File: config.mk
export PLATFORM = sky130hd
export DESIGN_NAME = compression_skip_predictor
export DESIGN_NICKNAME = d
export VERILOG_FILES = /design/src/sv/csp_pkg.sv /design/src/sv/csp_ctrl.sv /design/src/sv/csp_dpath.sv /design/src/sv/compression_skip_predictor.sv
export SDC_FILE = /design/constraint.sdc
export NUM_CORES = 1
export LEC_CHECK = 0
export ABC_AREA = 1
export BUFFER_PORTS_ARGS = -buffer_cell sky130_fd_sc_hd__buf_4
export CAP_MARGIN = 25
export CORE_MARGIN = 8
export CORE_UTILIZATION = 60
export DETAILED_ROUTE_END_ITERATION = 16
export HOLD_SLACK_MARGIN = 0.08
export PLACE_DENSITY = 0.89
export SLEW_MARGIN = 20
export SYNTH_ARGS = -nofsm -noshare
export SYNTH_HDL_FRONTEND = slang
export SYNTH_SLANG_ARGS = --single-unit
File: constraint.sdc
create_clock -name clk -period 6.5 [get_ports clk]
set_input_delay 0.975 -clock clk [delete_from_list [all_inputs] [get_ports clk]]
set_output_delay 0.975 -clock clk [all_outputs]
set_load 0.02 [all_outputs]
File: src/sv/csp_pkg.sv
// Shared widths, register indexes and controller/datapath interface types
// for the compression skip predictor. No dependencies.
package csp_pkg;

	localparam int LEN_W       = 24;
	localparam int BPK_W       = 11;
	localparam int WIN_W       = 16;
	localparam int PCT_W       = 7;
	localparam int CNT_W       = 16;
	localparam int TOT_W       = CNT_W + 1;
	localparam int KB_SHIFT    = 10;
	localparam int PROD_W      = BPK_W + LEN_W;
	localparam int LIMIT_W     = PROD_W - KB_SHIFT;
	// rejected count times one hundred
	localparam int DVD_W       = CNT_W + 7;
	localparam int DIV_STEPS   = PCT_W;
	localparam int STEP_W      = $clog2(DIV_STEPS);
	localparam int IN_FIELDS_W = 1 + 2 * LEN_W;
	localparam int IN_TDATA_W  = ((IN_FIELDS_W + 7) / 8) * 8;
	localparam int OUT_FIELDS_W = 3 + PCT_W;
	localparam int OUT_TDATA_W = ((OUT_FIELDS_W + 7) / 8) * 8;
	localparam int CFG_IDX_W   = 2;
	localparam int CFG_DATA_W  = 16;

	localparam logic [DVD_W-1:0] PCT_SCALE = DVD_W'(100);

	localparam logic [CFG_IDX_W-1:0] REG_MAX_BPK = 2'd0;
	localparam logic [CFG_IDX_W-1:0] REG_WINDOW  = 2'd1;
	localparam logic [CFG_IDX_W-1:0] REG_CUTOFF  = 2'd2;

	localparam logic [BPK_W-1:0] MAX_BPK_RST = 11'd896;
	localparam logic [WIN_W-1:0] WINDOW_RST  = 16'd100;
	localparam logic [PCT_W-1:0] CUTOFF_RST  = 7'd50;

	typedef struct packed {
		logic load_in;
		logic mul;
		logic upd;
		logic win;
		logic div_step;
		logic load_out;
	} csp_cmd_t;

	typedef struct packed {
		logic req_rec;
		logic close;
		logic div_last;
		logic out_free;
	} csp_stat_t;

endpackage

File: src/sv/csp_ctrl.sv
// Sequencing controller for the compression skip predictor.
// Uses csp_pkg for the command and status structs.
module csp_ctrl (
	input  logic               clk,
	input  logic               arst_n,
	input  logic               in_valid,
	output logic               in_ready,
	input  csp_pkg::csp_stat_t stat,
	output csp_pkg::csp_cmd_t  cmd
);
	import csp_pkg::*;

	localparam logic [2:0] ST_IDLE = 3'd0;
	localparam logic [2:0] ST_MUL  = 3'd1;
	localparam logic [2:0] ST_UPD  = 3'd2;
	localparam logic [2:0] ST_WIN  = 3'd3;
	localparam logic [2:0] ST_DIV  = 3'd4;
	localparam logic [2:0] ST_RESP = 3'd5;

	logic [2:0] state_q;
	logic [2:0] state_d;

	assign in_ready = (state_q == ST_IDLE);

	always_comb begin
		state_d = state_q;
		cmd     = '0;
		unique case (state_q)
			ST_IDLE: begin
				if (in_valid) begin
					cmd.load_in = 1'b1;
					state_d = stat.req_rec ? ST_MUL : ST_RESP;
				end
			end
			ST_MUL: begin
				cmd.mul = 1'b1;
				state_d = ST_UPD;
			end
			ST_UPD: begin
				cmd.upd = 1'b1;
				state_d = ST_WIN;
			end
			ST_WIN: begin
				cmd.win = 1'b1;
				state_d = stat.close ? ST_DIV : ST_RESP;
			end
			ST_DIV: begin
				cmd.div_step = 1'b1;
				if (stat.div_last) begin
					state_d = ST_RESP;
				end
			end
			ST_RESP: begin
				if (stat.out_free) begin
					cmd.load_out = 1'b1;
					state_d = ST_IDLE;
				end
			end
			default: begin
				state_d = ST_IDLE;
			end
		endcase
	end

	always_ff @(posedge clk or negedge arst_n) begin
		if (!arst_n) begin
			state_q <= ST_IDLE;
		end else begin
			state_q <= state_d;
		end
	end

endmodule

File: src/sv/csp_dpath.sv
// Datapath of the compression skip predictor: config registers, limit
// multiply, outcome counters, restoring percent divider, output register.
// Uses csp_pkg.
module csp_dpath (
	input  logic                                  clk,
	input  logic                                  arst_n,
	input  csp_pkg::csp_cmd_t                     cmd,
	output csp_pkg::csp_stat_t                    stat,
	input  logic                                  cfg_we,
	input  logic [csp_pkg::CFG_IDX_W-1:0]         cfg_index,
	input  logic [csp_pkg::CFG_DATA_W-1:0]        cfg_data,
	input  logic [csp_pkg::IN_TDATA_W-1:0]        in_tdata,
	input  logic                                  in_tuser,
	input  logic                                  out_ready,
	output logic                                  out_valid,
	output logic [csp_pkg::OUT_TDATA_W-1:0]       out_tdata
);
	import csp_pkg::*;

	logic [BPK_W-1:0]  max_bpk_q;
	logic [WIN_W-1:0]  window_q;
	logic [PCT_W-1:0]  cutoff_q;

	logic [LEN_W-1:0]  ulen_q;
	logic [LEN_W-1:0]  clen_q;
	logic [PROD_W-1:0] prod_q;

	logic [CNT_W-1:0]  rej_cnt_q;
	logic [CNT_W-1:0]  acc_cnt_q;
	logic [PCT_W-1:0]  pct_q;

	logic [DVD_W-1:0]  rem_q;
	logic [TOT_W-1:0]  divisor_q;
	logic [PCT_W-1:0]  quot_q;
	logic [STEP_W-1:0] step_q;

	logic              res_comp_q;
	logic              res_rej_q;
	logic              res_done_q;

	logic              out_valid_q;
	logic [OUT_TDATA_W-1:0] out_data_q;

	logic              explore_in;
	logic [LEN_W-1:0]  ulen_in;
	logic [LEN_W-1:0]  clen_in;
	logic              is_rej;
	logic [TOT_W-1:0]  total;
	logic              close;
	logic [DVD_W:0]    trial;
	logic              ge;
	logic [PCT_W-1:0]  quot_next;

	assign explore_in = in_tdata[0];
	assign ulen_in    = in_tdata[LEN_W:1];
	assign clen_in    = in_tdata[2*LEN_W:LEN_W+1];

	assign is_rej = {1'b0, clen_q} > prod_q[PROD_W-1:KB_SHIFT];
	assign total  = {1'b0, rej_cnt_q} + {1'b0, acc_cnt_q};
	assign close  = (total >= {1'b0, window_q}) && (total != '0);

	// divisor aligned to the current quotient bit
	assign trial     = {{(DVD_W + 1 - TOT_W){1'b0}}, divisor_q} << step_q;
	assign ge        = {1'b0, rem_q} >= trial;
	assign quot_next = {quot_q[PCT_W-2:0], ge};

	assign stat.req_rec  = in_tuser;
	assign stat.close    = close;
	assign stat.div_last = (step_q == '0);
	assign stat.out_free = !out_valid_q || out_ready;

	assign out_valid = out_valid_q;
	assign out_tdata = out_data_q;

	always_ff @(posedge clk or negedge arst_n) begin
		if (!arst_n) begin
			max_bpk_q <= MAX_BPK_RST;
			window_q  <= WINDOW_RST;
			cutoff_q  <= CUTOFF_RST;
		end else if (cfg_we) begin
			unique case (cfg_index)
				REG_MAX_BPK: max_bpk_q <= cfg_data[BPK_W-1:0];
				REG_WINDOW:  window_q  <= cfg_data[WIN_W-1:0];
				REG_CUTOFF:  cutoff_q  <= cfg_data[PCT_W-1:0];
				default: ;
			endcase
		end
	end

	always_ff @(posedge clk or negedge arst_n) begin
		if (!arst_n) begin
			rej_cnt_q <= '0;
			acc_cnt_q <= '0;
			pct_q     <= '0;
		end else begin
			if (cmd.upd) begin
				if (is_rej) begin
					rej_cnt_q <= rej_cnt_q + 1'b1;
				end else begin
					acc_cnt_q <= acc_cnt_q + 1'b1;
				end
			end
			if (cmd.win && close) begin
				rej_cnt_q <= '0;
				acc_cnt_q <= '0;
			end
			if (cmd.div_step && (step_q == '0)) begin
				pct_q <= quot_next;
			end
		end
	end

	// payload and working registers
	always_ff @(posedge clk) begin
		if (cmd.load_in) begin
			ulen_q     <= ulen_in;
			clen_q     <= clen_in;
			res_comp_q <= !in_tuser && (explore_in || (pct_q <= cutoff_q));
			res_rej_q  <= 1'b0;
			res_done_q <= 1'b0;
		end
		if (cmd.mul) begin
			prod_q <= PROD_W'(max_bpk_q) * PROD_W'(ulen_q);
		end
		if (cmd.upd) begin
			res_rej_q <= is_rej;
		end
		if (cmd.win && close) begin
			rem_q      <= DVD_W'(rej_cnt_q) * PCT_SCALE;
			divisor_q  <= total;
			quot_q     <= '0;
			step_q     <= STEP_W'(DIV_STEPS - 1);
			res_done_q <= 1'b1;
		end
		if (cmd.div_step) begin
			if (ge) begin
				rem_q <= rem_q - trial[DVD_W-1:0];
			end
			quot_q <= quot_next;
			step_q <= step_q - 1'b1;
		end
		if (cmd.load_out) begin
			out_data_q <= {{(OUT_TDATA_W - OUT_FIELDS_W){1'b0}},
				(cmd.div_step ? quot_next : pct_q), res_done_q, res_rej_q, res_comp_q};
		end
	end

	always_ff @(posedge clk or negedge arst_n) begin
		if (!arst_n) begin
			out_valid_q <= 1'b0;
		end else if (cmd.load_out) begin
			out_valid_q <= 1'b1;
		end else if (out_ready) begin
			out_valid_q <= 1'b0;
		end
	end

endmodule

File: src/sv/compression_skip_predictor.sv
// Compression skip predictor: a decide item (tuser 0) goes from acceptance
// straight to loading its result; a record item (tuser 1) first passes the
// multiply, counter update and window check, and when it closes a window also
// the 7-step restoring divider that forms the new rejection percentage. A
// result that finds the output register still full waits on m_tready. One
// item is in flight at a time; the output register lets the next item be
// accepted while a result waits on m_tready.
// Top level; instantiates csp_ctrl and csp_dpath, uses csp_pkg.
module compression_skip_predictor (
	input  logic                                  clk,
	input  logic                                  arst_n,
	input  logic                                  cfg_we,
	input  logic [csp_pkg::CFG_IDX_W-1:0]         cfg_index,
	input  logic [csp_pkg::CFG_DATA_W-1:0]        cfg_data,
	input  logic                                  s_tvalid,
	output logic                                  s_tready,
	// explore [0], uncompressed_len [24:1], compressed_len [48:25], zero pad
	input  logic [csp_pkg::IN_TDATA_W-1:0]        s_tdata,
	// req_type [0]
	input  logic                                  s_tuser,
	output logic                                  m_tvalid,
	input  logic                                  m_tready,
	// compress_now [0], rejected [1], window_done [2], prediction [9:3], zero pad
	output logic [csp_pkg::OUT_TDATA_W-1:0]       m_tdata
);
	import csp_pkg::*;

	csp_cmd_t  cmd;
	csp_stat_t stat;

	csp_ctrl u_ctrl (
		.clk      (clk),
		.arst_n   (arst_n),
		.in_valid (s_tvalid),
		.in_ready (s_tready),
		.stat     (stat),
		.cmd      (cmd)
	);

	csp_dpath u_dpath (
		.clk       (clk),
		.arst_n    (arst_n),
		.cmd       (cmd),
		.stat      (stat),
		.cfg_we    (cfg_we),
		.cfg_index (cfg_index),
		.cfg_data  (cfg_data),
		.in_tdata  (s_tdata),
		.in_tuser  (s_tuser),
		.out_ready (m_tready),
		.out_valid (m_tvalid),
		.out_tdata (m_tdata)
	);

`ifndef SYNTHESIS
	a_busy_after_accept: assert property (@(posedge clk) disable iff (!arst_n)
		s_tvalid && s_tready |=> !s_tready)
		else $error("input ready while an item is in flight");

	a_pct_range: assert property (@(posedge clk) disable iff (!arst_n)
		m_tvalid |-> (m_tdata[9:3] <= 7'd100))
		else $error("prediction above one hundred");

	a_record_no_compress: assert property (@(posedge clk) disable iff (!arst_n)
		m_tvalid && (m_tdata[1] || m_tdata[2]) |-> !m_tdata[0])
		else $error("record result carries compress_now");
`endif

endmodule

**Yosys cells after proc, flatten, opt, wreduce, memory -nomap -nowiden**

Index checks and enable logic that the tools add are counted.

- $add $sub $neg: 5
- $mul: 2
- Order comparisons: 4
- Equal/unequal tests: 11
- Shift operators: 1
- Mux-type cells: 32
- Reduce and logical (&&, ||, !) cells: 23

Operator list:

| kind | number |
|---|---|
| $mux W16 | 6 |
| $mux W23 | 3 |
| $mul A11 B24 Y35 | 1 |
| $add A16 B1 Y16 const B | 2 |
| $gt A24 B25 Y1 | 1 |
| $ge A23 B24 Y1 | 1 |
| $shl A17 B3 Y24 | 1 |
| $sub A23 B23 Y23 | 1 |
| $mul A16 B5 Y21 const B | 1 |
| $mux W3 | 6 |
| $pmux W3 S6 | 1 |
| $add A16 B16 Y17 | 1 |
| $ge A17 B16 Y1 | 1 |
| $reduce_bool A17 Y1 | 1 |
| $mux W1 | 13 |
| $mux W6 | 2 |
| $reduce_and A2 Y1 | 5 |
| $reduce_bool A2 Y1 | 5 |
| $ne A2 B2 Y1 const B | 4 |
| $le A7 B7 Y1 | 1 |
| $mux W7 | 1 |
| $eq A3 B2 Y1 const B | 2 |
| $eq A3 B3 Y1 const B | 2 |
| $logic_not A3 Y1 | 2 |
| other kinds (9) | 14 |

- Register bits: 222
- Bits of input ports: 80
- Word-level logic and storage cells: 97

**Logic depth before layout (Yosys ltp)**

- Depth in word-level cells: 7
- Gate-level depth with buffers: 28
- Depth with buffers taken out: 27

**Hierarchy**

A second synthesis with hierarchy kept.

- Cell total of the unflattened synthesis: 2,846
- Area total of the unflattened synthesis: 22,217.6 um2

Modules (own cells, without submodules):

| module | instances | cells each | area each (um2) |
|---|---|---|---|
| csp_dpath | 1 | 2,806 | 21,936.0 |
| csp_ctrl | 1 | 40 | 281.5 |

**Least setup slack after synthesis**

Ideal clock, no wire load.

- Path kind: reg-to-reg
- From: register u_dpath.max_bpk_q[9]
- To: register u_dpath.prod_q[29], data pin
- Library setup time: 252 ps
- Data arrival time: 5,242 ps
- Slack: 1,006 ps
- Stages on the path, launching flop included: 22
- Clock period less this slack: 5,494 ps
- Path through: dfstp_2 > clkbuf_1 > clkbuf_1 > nand2_1 > fa_1 > fa_1 > inv_1 > fa_1 > fa_1 > inv_1 > fa_1 > inv_1 > ha_1 > nand2_1 > nor2_1 > nand2_1 > o211ai_2 > a21o_1 > a21oi_1 > or2_1 > nand3_1 > nand2_1

- Longest elaborated chain between the ends: 1

Ends and longest elaborated chain:

| what | line | text |
|---|---|---|
| start: declaration | csp_dpath.sv:20 | `logic [BPK_W-1:0] max_bpk_q;` |
| start signal: assignment | csp_dpath.sv:82 | `REG_MAX_BPK: max_bpk_q <= cfg_data[BPK_W-1:0];` |
| $mul A11 B24 Y35 | csp_dpath.sv:123 | `prod_q <= PROD_W'(max_bpk_q) * PROD_W'(ulen_q);` |
| end signal: assignment | csp_dpath.sv:123 |  |
| end: declaration | csp_dpath.sv:26 | `logic [PROD_W-1:0] prod_q;` |

No other way between the ends.
A chain may end at the register's enable or synchronous reset.

**Worst setup path in the final report**

- From: register u_dpath.max_bpk_q[9]
- To: register u_dpath.prod_q[31], data pin

Same word-level chain as after synthesis.

==> run_results.csv <==
group,metric,value,unit
timing,period_needed,5940,ps
global_route,first_global_vias,20085,
critical_path,cpMostUsedCell,"nand2_1",
critical_path,cp-end-kind,"register",
place,hpwl,43500,um
critical_path,critical_path.top_delay_family,"adder cells",
final_layout,register_area,0.00575,mm^2
cts,clk_pin_slew,60,ps
logic_synthesis,syn_area,0.0225,mm^2
timing,worst_slew_pin_slew,941,ps
drt,drc,0,
timing,slew_violations,0,
drt,wirelength,54900,um
critical_path,worstPathArrival,6250,ps
final_layout,fin_nets,3410,
critical_path,max_stage_delay,560,ps
die,coreArea,0.0373,mm^2
drt,wl_per_cell,16.1,um
cts,root_buffer,"clkbuf_16",
final_layout,drive_above_1_share,7.78,%
timing,relSlewSlack,37.3,%
critical_path,crit_path_max_fanout,23,
cts,cts_setup_buffers,0,
cts,holdBufCountCts,0,
global_route,grt_pass1_wl,93800,um
drt,vias,18883,
timing,fin_crit_sh,91.4,%
logic_synthesis,ys_async_sr_fraction,36.3,%
critical_path,crit_cells,21,
critical_path,worst_path_max_delay_cell,"fa_1",
drt,ant_nets,0,
die,start_util,60.3,%
drt,vias_per_cell,5.55,
die,rows,71,
cts,cts_buffers,27,
critical_path,critical_path_buf_inv_count,4,
timing,fin_skew,16.8,ps
die,die_h,210,um
logic_synthesis,avgSynthCellArea,7.82,um^2
drt,drtPass1Iterations,6,
final_layout,antennaDiodeCount,0,
die,die_width,210,um
run,drv_cap,0,
critical_path,start_kind,"register",
logic_synthesis,yosysSeqAreaShare,25.6,%
drt,drt_iter0_markers,1259,
global_route,antenna_found_initial,0,
logic_synthesis,yosysWarningCount,0,
critical_path,crit_path_cell_trace,"buf_4 -> nand2_1 -> inv_1 -> fa_1 -> fa_1 -> fa_1 -> fa_1 -> inv_1 -> fa_1 -> inv_1 -> ha_1 -> nand2_1 -> nor2_1 -> nand2_1 -> o211ai_2 -> a21o_1 -> nand2_1 -> nand2_1 -> nand4_1 -> nand3_1 -> nand2_1",
timing,finalSetupTns,0,ps
logic_synthesis,synth.ff_latch_count,212,
logic_synthesis,synth_cell_type_count,59,
logic_synthesis,synth.area.top_cells,"fa_1 (19%), edfxtp_1 (15%), nand2_1 (13%)",
final_layout,nFillCells,3001,
global_route,gr-usage-all-layers,25.7,%
logic_synthesis,synth-main-ff-cell,"edfxtp_1",
logic_synthesis,synth_top_area_cell,"fa_1",
logic_synthesis,synthCells,2876,
global_route,grt_remaining_overflow,0,
critical_path,rrSetupSlack,560,ps
critical_path,crit_type,"reg2reg",
critical_path,r2r_start,"u_dpath.max_bpk_q[9]",
timing,clock.fmax,0.168,GHz
cts,cts_max_level,1,
global_route,grt_max_degree,50,
timing,rsz0062_at_grt,"false",
die,dieArea,0.0440,mm^2
logic_synthesis,synth_edf_count,111,
timing,hold_violations,0,
cts,insertion_delay,560,ps
cts,clockBufferDepth,3,
cts,cts_resized,0,
critical_path,r2r_end,"u_dpath.prod_q[31]",
critical_path,rr_worst_depth,21,
timing,setup_viol,0,
place,io_buffers,84,
run_status,outcome,"complete, no violations",
logic_synthesis,synth_top_area_share,18.6,%
die,pin_count,98,
final_layout,multi_input_area,0.0139,mm^2
place,gp_congestion,0.945,
final_layout,area_growth,7.95,%
cts,tritoncts,"built",
critical_path,required,6810,ps
cts,cts_num_sinks,212,
worst_hold_path,holdCritPathClass,"in2async",
worst max-delay path by stage:
stage / end / slack (ps) / start
finish: u_dpath.prod_q[31] / 560 / u_dpath.max_bpk_q[9]
global placement: u_dpath.prod_q[31] / 700 / u_dpath.max_bpk_q[9]
detailed placement: u_dpath.prod_q[31] / 640 / u_dpath.max_bpk_q[9]
global route: u_dpath.prod_q[31] / 280 / u_dpath.max_bpk_q[9]
floorplan: u_dpath.prod_q[29] / 1010 / u_dpath.max_bpk_q[9]
CTS: u_dpath.prod_q[31] / 590 / u_dpath.max_bpk_q[9]
through the flow:
step | setup slack (ps) | instances | cell area (um^2) | hold slack, ps | utilization [%]
final | 556 | 3405 | 24300 | 382 | 65.1
after global routing | 280 | 3405 | 24300 | 417 | 65.1
after CTS | 593 | 3405 | 24300 | 383 | 65.1
after detailed placement | 643 | 3355 | 23400 | 412 | 62.8
after global placement | 698 | 3355 | 23400 | 403 | 62.8
after floorplan | 1010 | 2881 | 22500 | 400 | -
Yosys cell counts (3+ instances only):
cell and n:
dfrtp_1 68, inv_1 627, edfxtp_1 111, a221oi_1 5, or2_2 4, nand3_1 104
nor3_1 28, dfxtp_1 24, clkbuf_1 79, xor2_1 37, nand3_2 16, nor2_2 6
nand2_2 4, nor4_1 3, a21oi_1 110, nor2_1 117, o21a_1 8, inv_2 23
a31o_2 6, a21o_1 9, nand4_1 49, buf_2 8, a31oi_1 9, dfstp_2 9
o211ai_1 6, nand3b_1 3, a211oi_1 3, nand2_1 767, xnor2_1 20, a21boi_0 4
ha_1 211, buf_4 10, o21bai_1 15, a21oi_2 3, fa_1 209, o21ai_0 134
final cells by class:
cell class / count / area share (%)
repair buffers: 101 / 3.12
clock inverters: 17 / 0.603
well taps: 474 / 2.44
inverters: 652 / 10.1
multi-input cells: 1916 / 57.1
clock buffers: 33 / 3.00
flip-flops and latches: 212 / 23.7
cell families (layout without fill, tap and decap cells):
kind of cell / count (synthesis) / after routing / share of synthesized area, %
AO/OA/AOI/OAI: 321 / 321 / 8.09
XOR/XNOR: 57 / 57 / 2.22
adder cells (fa/ha/maj): 420 / 420 / 30.3
buffers and inverters: 753 / 803 / 12.9
flip-flops: 212 / 212 / 25.6
multiplexers: 1 / 1 / 0.0445
other: 1 / 6 / 0.0167
AND/OR/NAND/NOR: 1111 / 1111 / 20.8
sequential cells by signal (all words and copies together) (netlist names), 3 cells and up:
signal,count
u_dpath.prod_q,25
u_dpath.clen_q,24
u_dpath.ulen_q,24
u_dpath.rem_q,23
u_dpath.divisor_q,17
u_dpath.acc_cnt_q,16
u_dpath.rej_cnt_q,16
u_dpath.window_q,16
u_dpath.max_bpk_q,11
u_dpath.out_tdata,10
u_dpath.cutoff_q,7
u_dpath.pct_q,7
u_dpath.quot_q,6
u_ctrl.state_q,3
u_dpath.step_q,3
placed cells by master, fill, tap and decap left out, types with 24 or more instances in the layout:
master / instances
inv_1: 627
clkbuf_16: 27
dfxtp_1: 24
buf_4: 101
nand2_1: 767
fa_1: 209
edfxtp_1: 111
ha_1: 211
nor2_1: 115
nand3_1: 104
nor3_1: 28
o21ai_0: 134
dfrtp_1: 68
nand4_1: 49
a21oi_1: 110
xor2_1: 37
worst register-to-register path: cells and delay by family, from the launching register on:
family,cells,cell delay [ps]
AOI/OAI and AO/OA,2,610
adders and majority gates,6,2930
buffers and inverters,4,500
DFF,1,540
and+or+nand+nor,9,1110
routing by layer:
layer  vias up  track usage (%)  part of all wire [%]
met1      8959             31.8                    41
li1       8983                -                     -
met3       193             3.73                   6.3
met4         0             11.3                   4.4
met2       748             44.4                    48
met5         -                0                     0
Power is not shown: default switching activity piles up to over one toggle a cycle in this logic, so the estimate is an artifact.
